<file path="src/rtl/core/krt_pkg.sv">
`timescale 1ns / 1ps

package krt_pkg;

  localparam int KEY_W    = 31;
  localparam int AGE_W    = 8;
  localparam int GRADE_W  = 8;
  localparam int OP_W     = 2;
  localparam int STATUS_W = 3;

  typedef enum logic [OP_W-1:0] {
    OP_ADD    = 2'd0,
    OP_LIST   = 2'd1,
    OP_SEARCH = 2'd2,
    OP_DELETE = 2'd3
  } op_e;

  typedef enum logic [STATUS_W-1:0] {
    ST_OK       = 3'd0,
    ST_FULL     = 3'd1,
    ST_DUP      = 3'd2,
    ST_NOTFOUND = 3'd3,
    ST_EMPTY    = 3'd4
  } status_e;

  typedef enum logic [2:0] {
    S_IDLE,
    S_SCAN,
    S_LIST,
    S_EMIT,
    S_SHIFT
  } state_e;

  typedef struct packed {
    logic [KEY_W-1:0]   key;
    logic [AGE_W-1:0]   age;
    logic [GRADE_W-1:0] grade;
  } rec_t;

  typedef struct packed {
    status_e status;
    rec_t    rec;
    logic    last;
  } res_t;

  localparam int REC_W = $bits(rec_t);

endpackage

</file>
<file path="src/rtl/core/krt_if.sv">
`timescale 1ns / 1ps

interface krt_in_if
  import krt_pkg::*;
();
  logic               valid;
  logic               ready;
  logic [OP_W-1:0]    operation;
  logic [KEY_W-1:0]   record_key;
  logic [AGE_W-1:0]   record_age;
  logic [GRADE_W-1:0] record_grade;

  modport source (
    output valid, operation, record_key, record_age, record_grade,
    input  ready
  );

  modport sink (
    input  valid, operation, record_key, record_age, record_grade,
    output ready
  );
endinterface

interface krt_out_if
  import krt_pkg::*;
();
  logic                valid;
  logic                ready;
  logic [STATUS_W-1:0] status;
  logic [KEY_W-1:0]    out_key;
  logic [AGE_W-1:0]    out_age;
  logic [GRADE_W-1:0]  out_grade;
  logic                last;

  modport source (
    output valid, status, out_key, out_age, out_grade, last,
    input  ready
  );

  modport sink (
    input  valid, status, out_key, out_age, out_grade, last,
    output ready
  );
endinterface

</file>
<file path="src/rtl/core/keyed_record_table_unit.sv">
`timescale 1ns / 1ps

// Record table of up to CAPACITY entries (key, age, grade) kept in insertion
// order in one single-port-read record memory. Add, search and delete scan the
// table one entry per cycle (an add to a full or empty table needs no scan);
// a delete then moves the later entries down one per cycle. A list reads and
// emits one entry at a time, the next only once the last result is taken.
// The memory gives one registered read per cycle. Input is not taken while an
// operation runs; each result goes through an output register, so the next
// operation may start while the previous result still waits to be taken.
module keyed_record_table_unit
  import krt_pkg::*;
#(
  parameter int CAPACITY = 64
) (
  input  logic      clk_i,
  input  logic      rst_ni,
  krt_in_if.sink    req_i,
  krt_out_if.source rsp_o
);

  localparam int IW = (CAPACITY > 1) ? $clog2(CAPACITY) : 1;

  rec_t          in_rec;
  logic          res_valid;
  logic          res_ready;
  res_t          res;
  logic          ram_we;
  logic [IW-1:0] ram_waddr;
  rec_t          ram_wdata;
  logic [IW-1:0] ram_raddr;
  rec_t          ram_rdata;

  logic          out_valid_q, out_valid_d;
  res_t          out_q;

  assign in_rec = '{key: req_i.record_key, age: req_i.record_age,
                    grade: req_i.record_grade};

  krt_ctrl #(
    .CAPACITY(CAPACITY)
  ) u_ctrl (
    .clk_i       (clk_i),
    .rst_ni      (rst_ni),
    .in_valid_i  (req_i.valid),
    .in_ready_o  (req_i.ready),
    .in_op_i     (req_i.operation),
    .in_rec_i    (in_rec),
    .res_valid_o (res_valid),
    .res_ready_i (res_ready),
    .res_o       (res),
    .ram_we_o    (ram_we),
    .ram_waddr_o (ram_waddr),
    .ram_wdata_o (ram_wdata),
    .ram_raddr_o (ram_raddr),
    .ram_rdata_i (ram_rdata)
  );

  krt_ram #(
    .WIDTH(REC_W),
    .DEPTH(CAPACITY)
  ) u_rec_ram (
    .clk_i   (clk_i),
    .we_i    (ram_we),
    .waddr_i (ram_waddr),
    .wdata_i (ram_wdata),
    .raddr_i (ram_raddr),
    .rdata_o (ram_rdata)
  );

  // output register: take a new result when empty or being drained
  assign res_ready = !out_valid_q || rsp_o.ready;

  always_comb begin
    out_valid_d = out_valid_q;
    if (res_valid && res_ready) begin
      out_valid_d = 1'b1;
    end else if (rsp_o.ready) begin
      out_valid_d = 1'b0;
    end
  end

  always_ff @(posedge clk_i or negedge rst_ni) begin
    if (!rst_ni) begin
      out_valid_q <= 1'b0;
    end else begin
      out_valid_q <= out_valid_d;
    end
  end

  always_ff @(posedge clk_i) begin
    if (res_valid && res_ready) begin
      out_q <= res;
    end
  end

  assign rsp_o.valid     = out_valid_q;
  assign rsp_o.status    = out_q.status;
  assign rsp_o.out_key   = out_q.rec.key;
  assign rsp_o.out_age   = out_q.rec.age;
  assign rsp_o.out_grade = out_q.rec.grade;
  assign rsp_o.last      = out_q.last;

endmodule

</file>
<file path="src/rtl/core/krt_ram.sv">
`timescale 1ns / 1ps

module krt_ram #(
  parameter int WIDTH = 47,
  parameter int DEPTH = 64,
  localparam int AW   = (DEPTH > 1) ? $clog2(DEPTH) : 1
) (
  input  logic             clk_i,
  input  logic             we_i,
  input  logic [AW-1:0]    waddr_i,
  input  logic [WIDTH-1:0] wdata_i,
  input  logic [AW-1:0]    raddr_i,
  output logic [WIDTH-1:0] rdata_o
);

  logic [WIDTH-1:0] mem_q [DEPTH];
  logic [WIDTH-1:0] rdata_q;

  always_ff @(posedge clk_i) begin
    if (we_i) begin
      mem_q[waddr_i] <= wdata_i;
    end
    rdata_q <= mem_q[raddr_i];
  end

  assign rdata_o = rdata_q;

endmodule

</file>
<file path="src/rtl/core/krt_ctrl.sv">
`timescale 1ns / 1ps

module krt_ctrl
  import krt_pkg::*;
#(
  parameter int CAPACITY = 64,
  localparam int IW      = (CAPACITY > 1) ? $clog2(CAPACITY) : 1
) (
  input  logic            clk_i,
  input  logic            rst_ni,
  input  logic            in_valid_i,
  output logic            in_ready_o,
  input  logic [OP_W-1:0] in_op_i,
  input  rec_t            in_rec_i,
  output logic            res_valid_o,
  input  logic            res_ready_i,
  output res_t            res_o,
  output logic            ram_we_o,
  output logic [IW-1:0]   ram_waddr_o,
  output rec_t            ram_wdata_o,
  output logic [IW-1:0]   ram_raddr_o,
  input  rec_t            ram_rdata_i
);

  localparam int CW = $clog2(CAPACITY + 1);

  state_e        state_q, state_d;
  op_e           op_q, op_d;
  rec_t          req_q, req_d;
  res_t          res_q, res_d;
  logic [IW-1:0] idx_q, idx_d;
  logic [CW-1:0] count_q, count_d;

  op_e           in_op;
  logic          cnt_zero;
  logic          cnt_full;
  logic          idx_last;
  logic          hit;
  logic [IW-1:0] idx_inc;
  logic [IW-1:0] idx_inc2;

  assign in_op    = op_e'(in_op_i);
  assign cnt_zero = (count_q == '0);
  assign cnt_full = (count_q == CW'(CAPACITY));
  assign idx_last = ((CW'(idx_q) + CW'(1)) == count_q);
  assign hit      = (ram_rdata_i.key == req_q.key);
  assign idx_inc  = IW'({1'b0, idx_q} + (IW+1)'(1));
  assign idx_inc2 = IW'({1'b0, idx_q} + (IW+1)'(2));

  // next state
  always_comb begin
    state_d = state_q;
    unique case (state_q)
      S_IDLE: begin
        if (in_valid_i) begin
          unique case (in_op)
            OP_ADD:  state_d = (cnt_full || cnt_zero) ? S_EMIT : S_SCAN;
            OP_LIST: state_d = cnt_zero ? S_EMIT : S_LIST;
            default: state_d = cnt_zero ? S_EMIT : S_SCAN;
          endcase
        end
      end
      S_SCAN: begin
        if (hit || idx_last) begin
          state_d = S_EMIT;
        end
      end
      S_LIST: state_d = S_EMIT;
      S_EMIT: begin
        if (res_ready_i) begin
          if (op_q == OP_DELETE && res_q.status == ST_OK) begin
            state_d = S_SHIFT;
          end else if (op_q == OP_LIST && !res_q.last) begin
            state_d = S_LIST;
          end else begin
            state_d = S_IDLE;
          end
        end
      end
      S_SHIFT: begin
        if (idx_last) begin
          state_d = S_IDLE;
        end
      end
      default: state_d = S_IDLE;
    endcase
  end

  // datapath and memory control
  always_comb begin
    op_d        = op_q;
    req_d       = req_q;
    res_d       = res_q;
    idx_d       = idx_q;
    count_d     = count_q;
    in_ready_o  = 1'b0;
    res_valid_o = 1'b0;
    ram_we_o    = 1'b0;
    ram_waddr_o = idx_q;
    ram_wdata_o = ram_rdata_i;
    // read one entry ahead so the data is there when the index advances
    ram_raddr_o = idx_inc;
    unique case (state_q)
      S_IDLE: begin
        in_ready_o  = 1'b1;
        ram_raddr_o = '0;
        if (in_valid_i) begin
          op_d  = in_op;
          req_d = in_rec_i;
          idx_d = '0;
          unique case (in_op)
            OP_ADD: begin
              if (cnt_full) begin
                res_d = '{status: ST_FULL, rec: '0, last: 1'b1};
              end else if (cnt_zero) begin
                ram_we_o    = 1'b1;
                ram_waddr_o = '0;
                ram_wdata_o = in_rec_i;
                count_d     = count_q + CW'(1);
                res_d       = '{status: ST_OK, rec: in_rec_i, last: 1'b1};
              end
            end
            OP_LIST: begin
              if (cnt_zero) begin
                res_d = '{status: ST_EMPTY, rec: '0, last: 1'b1};
              end
            end
            default: begin
              if (cnt_zero) begin
                res_d = '{status: ST_NOTFOUND, rec: '0, last: 1'b1};
              end
            end
          endcase
        end
      end
      S_SCAN: begin
        if (hit) begin
          res_d = '{status: (op_q == OP_ADD) ? ST_DUP : ST_OK,
                    rec: ram_rdata_i, last: 1'b1};
        end else if (idx_last) begin
          if (op_q == OP_ADD) begin
            // append behind the last entry
            ram_we_o    = 1'b1;
            ram_waddr_o = IW'(count_q);
            ram_wdata_o = req_q;
            count_d     = count_q + CW'(1);
            res_d       = '{status: ST_OK, rec: req_q, last: 1'b1};
          end else begin
            res_d = '{status: ST_NOTFOUND, rec: '0, last: 1'b1};
          end
        end else begin
          idx_d = idx_inc;
        end
      end
      S_LIST: begin
        res_d = '{status: ST_OK, rec: ram_rdata_i, last: idx_last};
      end
      S_EMIT: begin
        res_valid_o = 1'b1;
        if (res_ready_i && op_q == OP_LIST && !res_q.last) begin
          idx_d = idx_inc;
        end
      end
      S_SHIFT: begin
        if (idx_last) begin
          count_d = count_q - CW'(1);
        end else begin
          // move entry idx+1 down to idx
          ram_we_o    = 1'b1;
          ram_waddr_o = idx_q;
          ram_wdata_o = ram_rdata_i;
          ram_raddr_o = idx_inc2;
          idx_d       = idx_inc;
        end
      end
      default: ;
    endcase
  end

  assign res_o = res_q;

  always_ff @(posedge clk_i or negedge rst_ni) begin
    if (!rst_ni) begin
      state_q <= S_IDLE;
      count_q <= '0;
      idx_q   <= '0;
      op_q    <= OP_ADD;
    end else begin
      state_q <= state_d;
      count_q <= count_d;
      idx_q   <= idx_d;
      op_q    <= op_d;
    end
  end

  always_ff @(posedge clk_i) begin
    req_q <= req_d;
    res_q <= res_d;
  end

endmodule
</file>
<file path="src/flat_wrapper.sv">
// flat-port wrapper written by rule: the top's interface ports become plain ports
module keyed_record_table_unit_flat import krt_pkg::*;
#(
  parameter int CAPACITY = 64
)
  (clk_i, rst_ni, req_i_valid, req_i_operation, req_i_record_key, req_i_record_age, req_i_record_grade, req_i_ready, rsp_o_valid, rsp_o_status, rsp_o_out_key, rsp_o_out_age, rsp_o_out_grade, rsp_o_last, rsp_o_ready);
  krt_in_if req_i_i ();
  krt_out_if rsp_o_i ();
  input  logic clk_i;
  input  logic rst_ni;
  input wire logic [$bits(req_i_i.valid)-1:0] req_i_valid;
  input wire logic [$bits(req_i_i.operation)-1:0] req_i_operation;
  input wire logic [$bits(req_i_i.record_key)-1:0] req_i_record_key;
  input wire logic [$bits(req_i_i.record_age)-1:0] req_i_record_age;
  input wire logic [$bits(req_i_i.record_grade)-1:0] req_i_record_grade;
  output wire logic [$bits(req_i_i.ready)-1:0] req_i_ready;
  output wire logic [$bits(rsp_o_i.valid)-1:0] rsp_o_valid;
  output wire logic [$bits(rsp_o_i.status)-1:0] rsp_o_status;
  output wire logic [$bits(rsp_o_i.out_key)-1:0] rsp_o_out_key;
  output wire logic [$bits(rsp_o_i.out_age)-1:0] rsp_o_out_age;
  output wire logic [$bits(rsp_o_i.out_grade)-1:0] rsp_o_out_grade;
  output wire logic [$bits(rsp_o_i.last)-1:0] rsp_o_last;
  input wire logic [$bits(rsp_o_i.ready)-1:0] rsp_o_ready;
  assign req_i_i.valid = req_i_valid;
  assign req_i_i.operation = req_i_operation;
  assign req_i_i.record_key = req_i_record_key;
  assign req_i_i.record_age = req_i_record_age;
  assign req_i_i.record_grade = req_i_record_grade;
  assign req_i_ready = req_i_i.ready;
  assign rsp_o_valid = rsp_o_i.valid;
  assign rsp_o_status = rsp_o_i.status;
  assign rsp_o_out_key = rsp_o_i.out_key;
  assign rsp_o_out_age = rsp_o_i.out_age;
  assign rsp_o_out_grade = rsp_o_i.out_grade;
  assign rsp_o_last = rsp_o_i.last;
  assign rsp_o_i.ready = rsp_o_ready;
  keyed_record_table_unit #(.CAPACITY(CAPACITY)) u_core (.clk_i(clk_i), .rst_ni(rst_ni), .req_i(req_i_i), .rsp_o(rsp_o_i));
endmodule
</file>
<file path="config.mk">
export PLATFORM = sky130hd
export DESIGN_NAME = keyed_record_table_unit_flat
export DESIGN_NICKNAME = d
export VERILOG_FILES = /design/src/rtl/core/krt_pkg.sv /design/src/rtl/core/krt_if.sv /design/src/rtl/core/keyed_record_table_unit.sv /design/src/rtl/core/krt_ram.sv /design/src/rtl/core/krt_ctrl.sv /design/src/flat_wrapper.sv
export SDC_FILE = /design/constraint.sdc
export NUM_CORES = 2
export LEC_CHECK = 0
export BUFFER_PORTS_ARGS = -buffer_cell sky130_fd_sc_hd__buf_2
export CAP_MARGIN = 10
export CORE_MARGIN = 2
export CORE_UTILIZATION = 52
export CTS_CLUSTER_DIAMETER = 50
export CTS_CLUSTER_SIZE = 40
export DETAILED_ROUTE_END_ITERATION = 7
export GPL_ROUTABILITY_DRIVEN = 0
export PLACE_DENSITY_LB_ADDON = 0.15
export RECOVER_POWER = 25
export REMOVE_ABC_BUFFERS = 1
export SYNTH_ARGS = -nofsm -noshare
export SYNTH_HDL_FRONTEND = slang
export SYNTH_SLANG_ARGS = --single-unit
</file>
<file path="constraint.sdc">
create_clock -name clk_i -period 17.7 [get_ports clk_i]
set_clock_uncertainty 0.05 [all_clocks]
set_input_delay 4.425 -clock clk_i [delete_from_list [all_inputs] [get_ports clk_i]]
set_output_delay 4.425 -clock clk_i [all_outputs]
set_load 0.05 [all_outputs]
</file>
# Word-level counts from Yosys, hierarchy flattened

Memory sizes are Yosys's and may differ from the RTL's. A register that Yosys moved wholly into a read port is not among the register bits.
Cells that the tools add are included.

Add/subtract/negate cells: 4
$mul: 0
Div/mod/pow operators: 0
Magnitude comparators: 0
Eq/ne operators: 25
Shift operators: 0
Multiplexer cells: 69
Bitwise gates (word level): 0
Reduce and logical (&&, ||, !) cells: 24

Operator list:

| cell                                                          | count |
|---|---|
| 51-bit two-way mux                                            | 7 |
| 47-bit two-way mux                                            | 7 |
| 51-bit one-hot mux with 3 select lines                        | 1 |
| 51-bit one-hot mux with 2 select lines                        | 1 |
| 47-bit one-hot mux with 2 select lines                        | 1 |
| 6-bit two-way mux                                             | 12 |
| 7-bit two-way mux                                             | 8 |
| 50-bit two-way mux                                            | 1 |
| 31-bit == test                                                | 1 |
| 6-bit one-hot mux with 2 select lines                         | 2 |
| 6-bit one-hot mux with 4 select lines                         | 1 |
| 7-bit one-hot mux with 3 select lines                         | 1 |
| 2-bit != test, second input constant                          | 10 |
| 1-bit two-way mux                                             | 15 |
| 3-bit two-way mux                                             | 5 |
| 3-bit one-hot mux with 5 select lines                         | 1 |
| 3-bit != test, second input constant                          | 4 |
| 9-bit AND reduction                                           | 1 |
| 2-bit two-way mux                                             | 4 |
| 4-bit AND reduction                                           | 2 |
| 6-bit by 1-bit adder with 7-bit output, second input constant | 1 |
| 7-bit by 1-bit adder with 7-bit output, second input constant | 1 |
| 7-bit == test                                                 | 1 |
| 7-bit == test, second input constant                          | 1 |
| 21 further kinds                                              | 33 |

Flip-flop bits (word level): 168
Latch bits: 0
RAM bits: 3008
Memory bits (read-only): 0
Output and inout bits: 53
Word-level logic and storage cells: 141
Memories: 1

Memories:

| name                   | depth | width | read ports | clocked after memory_dff | wr ports | line          | text |
|---|---|---|---|---|---|---|---|
| u_core.u_rec_ram.mem_q | 64    | 47    | 1          | 1                        | 1        | krt_ram.sv:16 | `logic [WIDTH-1:0] mem_q [DEPTH];` |

# Logic depth before layout (Yosys ltp)

Word-level depth: 8
Gate-level depth with buffers: 16
Mapped depth without buffers: 12

# Modules after synthesis

A second synthesis with hierarchy kept.

Cell total of the unflattened synthesis: 5661
Area, all modules: 123347.0 µm²

Modules (own cells, without submodules):

| module                  | instances | cells each | area an instance (µm²) | seq. area each (µm²) |
|---|---|---|---|---|
| krt_ram                 | 1         | 4890       | 114793.8               | 91267.5 |
| krt_ctrl                | 1         | 716        | 6967.9                 | 3393.3 |
| keyed_record_table_unit | 1         | 55         | 1585.3                 | 1556.5 |

# Worst setup path before layout

Ideal clock, no wire load.

Kind: input-to-reg
From: in req_i_valid
To: reg u_core.u_ctrl.res_q, in the netlist u_core.u_ctrl.res_o[0] (enable)
Data arrival time: 8.337 ns
Required time: 17.190 ns
Path slack: 8.853 ns
Stages: 4
Path buffers: 1
Cell sequence: and2_1 > clkbuf_1 > a31oi_1 > nor2_1

Longest elaborated chain between the ends: 2

RTL lines:

| item                          | line               | text |
|---|---|---|
| start: declaration            | flat_wrapper.sv:11 | `input wire logic [$bits(req_i_i.valid)-1:0] req_i_valid;` |
| 2-bit != test (no line)       | --                 |  |
| 6-bit AND reduction (no line) | --                 |  |
| end signal: assignment        | krt_ctrl.sv:198    | `res_q <= res_d;` |
| end: declaration              | krt_ctrl.sv:30     | `res_t res_q, res_d;` |

Every way passes these cells.
A chain may end at the register's enable or synchronous reset.

# Worst setup path in the final report

From: in req_i_valid
To: reg u_core.u_ctrl.res_q, in the netlist u_core.u_ctrl.res_o[13] (enable)

Same word-level chain as after synthesis.

==> qor.yml <==
start_kind: "input port"
path_clk_slew_ps: 70
yosysWarnings: 0
cp.buffers_inverters: 2
synth_area_um2: 127000
cpMaxStageDelayCell: "clkbuf_1"
first_global_vias: 76925
post_dp_cell_area_um2: 132000
r2r_slack_ps: 8600
antenna_found_initial: 32
fillers: 18662
cp-startpoint: "req_i_valid"
utilization_pct: 58.6
power.switching_mw: 10.9
layout.cells.most_common: "edfxtp_1"
portBuffers: 105
routed_wl_um: 426000
p_comb_share_pct: 36.1
viasPerCell: 6.60
grt.total_usage_pct: 33.6
finalPower_mw: 27.0
period_minus_slack_ps: 10340
crit_chain: "clkbuf_1 -> and2_0 -> a31oi_1 -> nor2_1 -> clkbuf_1"
hold_viol_final: 0
post-route-period-util_pct: 58.4
drt-wirelength-per-cell_um: 33.5
cts_sinks: 3223
crit_end: "u_core.u_ctrl.res_o[13]"
numCtsBuffers: 311
ctsHoldBuffers: 0
cts_root_buf: "clkbuf_16"
dieArea_um2: 249000
fin_cells: 12701
ys_seq_elements: 3223
swShare_pct: 40.3
critPathArrivalTime_ps: 10780
slew_headroom_pct: -150
cpPeakStageDelay_ps: 2150
htree_levels: 5
drt_iter0_drc: 15216
dp_slack_ps: 8460
final_area_um2: 143000
crit_fanout: 29
hold_depth: 0
start_util_pct: 52.4
post-dp-hpwl_um: 243000
status: "finished with violations"
ys_types: 79
hold_class: "reg -> reg"
clockBufferDepth: 4
cp-end-kind: "register"
synth_edf_count: 3157
critPathRequiredTime_ps: 18140
grt_max_degree: 150
r2r-start: "u_core.u_ctrl.req_q[31]"
syn-instance-count: 9193
vias: 83778
fin_ws_ps: 7360
max_cap_viol_count: 26
drtAntennaViolNets: 0
clkLatencyLatePin_ps: 990
synthArstFlopShare_pct: 0.590
final_cell_mix: "3157 x edfxtp_1, 1985 x nand2_1, 1383 x nand3_1"
vdd_drop_max_mv: 0.200
crit_type: "in -> reg"
syn_area_per_cell_um2: 13.9
cts_tree: "yes"
die_w_um: 499
crit_top_cell: "clkbuf_1"
crit_cells: 5
area_growth_syn_to_layout_pct: 11.9
internal-power_mw: 16.1
p_per_area_nw_per_um2: 189
pin_count: 106
p_leak_nw: 48.8
dp_cells: 12130
fmax_mhz: 96.7
dr.pass1.iters: 8
cpLargestDelayFamily: "simple AND/OR/NAND/NOR gates"
finalSetupViolCount: 0
drive_gt1_share_pct: 9.21
reg2regPathDepth: 10
p_seq_share_pct: 38.4
cts.repair.resized: 0
grt-ovfl-total: 0
failed_checks: "DRC, capacitance limit, slew limit"
grt_pass1_wl_um: 591000
postCtsSetupBuffers: 0
num_rows: 181
tightestPinTransition_ps: 3750
layout.nets: 9308
rsz0062_at_grt: "false"
die_h_um: 499
pwr-share-clk_pct: 25.5
coreArea_um2: 243000
hold_path.startpoint: "u_core.u_ctrl.res_o[21]"
ys_seq_area_share_pct: 75.5
drc: 4
r2r_end: "u_core.u_rec_ram.mem_q[33][24]"
drv_slew: 1269
synth_ff_type: "edfxtp_1"
-- cell usage after synthesis (all sizes together) (5+ instances only) --
| library cell | count | area, um^2 |
|---|---|---|
| a2111oi | 11 | 103 |
| a211oi | 178 | 1340 |
| a21oi | 146 | 734 |
| a221o | 10 | 100 |
| a221oi | 32 | 380 |
| a222oi | 94 | 941 |
| a22oi | 131 | 983 |
| a311oi | 9 | 78.8 |
| a31oi | 37 | 231 |
| a32oi | 29 | 254 |
| and2 | 5 | 31.3 |
| and3 | 149 | 932 |
| buf | 215 | 1030 |
| clkbuf | 396 | 1490 |
| dfrtp | 19 | 475 |
| dfxtp | 47 | 941 |
| edfxtp | 3157 | 94800 |
| ha | 8 | 100 |
| inv | 135 | 507 |
| mux2i | 341 | 3410 |
| nand2 | 1986 | 7450 |
| nand2b | 12 | 75.1 |
| nand3 | 1384 | 6930 |
| nand4 | 137 | 857 |
| nor2 | 163 | 617 |
| nor2b | 6 | 37.5 |
| nor3 | 39 | 211 |
| nor3b | 15 | 118 |
| nor4 | 19 | 155 |
| o211ai | 27 | 208 |
| o21a | 12 | 90.1 |
| o21ai | 49 | 245 |
| o22ai | 11 | 68.8 |
| o311ai | 13 | 114 |
| o31a | 17 | 149 |
| or3 | 25 | 156 |
| or4 | 29 | 218 |
| xnor2 | 38 | 333 |
| xor2 | 9 | 78.8 |
-- area by class of cell --
cell class	instances	area (um^2)	area share (%)
clock buffer	342	8050	5.64
inverter	135	507	0.355
sequential	3223	96200	67.5
multi-input combinational	5224	28900	20.3
tap	3202	4010	2.81
timing repair buffer	351	2360	1.65
antenna	13	32.5	0.0228
clock inverter	211	2510	1.76
-- state kept, by name (all words and copies together), names as in the netlist --
| name | count |
|---|---|
| u_core.u_rec_ram.mem_q | 3008 |
| u_core.u_ctrl.res_o | 51 |
| u_core.u_ctrl.req_q | 47 |
| u_core.u_rec_ram.rdata_o | 47 |
| u_core.rsp_o.out_key | 31 |
| u_core.rsp_o.out_age | 8 |
| u_core.rsp_o.out_grade | 8 |
| u_core.u_ctrl.count_q | 7 |
| u_core.u_ctrl.idx_q | 6 |
| u_core.rsp_o.status | 3 |
| u_core.u_ctrl.state_q | 3 |
| u_core.u_ctrl.op_q | 2 |
| u_core.rsp_o.last | 1 |
| u_core.rsp_o.valid | 1 |
-- worst min path at each step --
stage	endpoint	slack [ps]
after global routing	u_core.rsp_o.out_key[28]	380
final	u_core.rsp_o.out_key[4]	360
after floorplan	u_core.rsp_o.out_age[0]	350
after CTS	u_core.rsp_o.out_key[4]	370
after detailed placement	u_core.rsp_o.out_key[29]	350
after global placement	u_core.rsp_o.out_key[12]	350
-- power groups by stage --
stage | clock, mW | combinational [mW] | sequential [mW]
2_1_floorplan | 0 | 8.62 | 10.4
3_3_place_gp | 0 | 9.31 | 10.5
3_5_place_dp | 0 | 9.46 | 10.5
4_1_cts | 6.94 | 9.49 | 10.3
5_1_grt | 7.20 | 10.2 | 10.4
6_report | 6.89 | 9.73 | 10.4
-- metrics by stage --
stage | setup TNS [ps] | hold slack [ps]
final | 0 | 362
after global placement | 0 | 350
after CTS | 0 | 369
after detailed placement | 0 | 355
after floorplan | -2018050 | 350
after global routing | 0 | 375
-- kinds of logic (layout without fill, tap and decap cells) --
logic type	after synthesis	after routing	share of synthesized area, %
XOR/XNOR	48	48	0.341
AO/OA/AOI/OAI	839	839	4.95
AND/OR/NAND/NOR	3983	3983	14.0
buffers and inverters	746	1039	2.37
multiplexers	345	345	2.71
other	0	13	0
flip-flops	3223	3223	75.5
adder cells (fa/ha/maj)	9	9	0.0942
-- layer usage --
layer  share of wire [%]  track usage [%]  vias up
met5               0.031                0        -
met4                 4.3             13.1       20
met3                  14             8.84      933
met2                  44             49.3     6111
met1                  38             48.1    41981
li1                    -                -    34733
(Power assumes the default switching activity.)
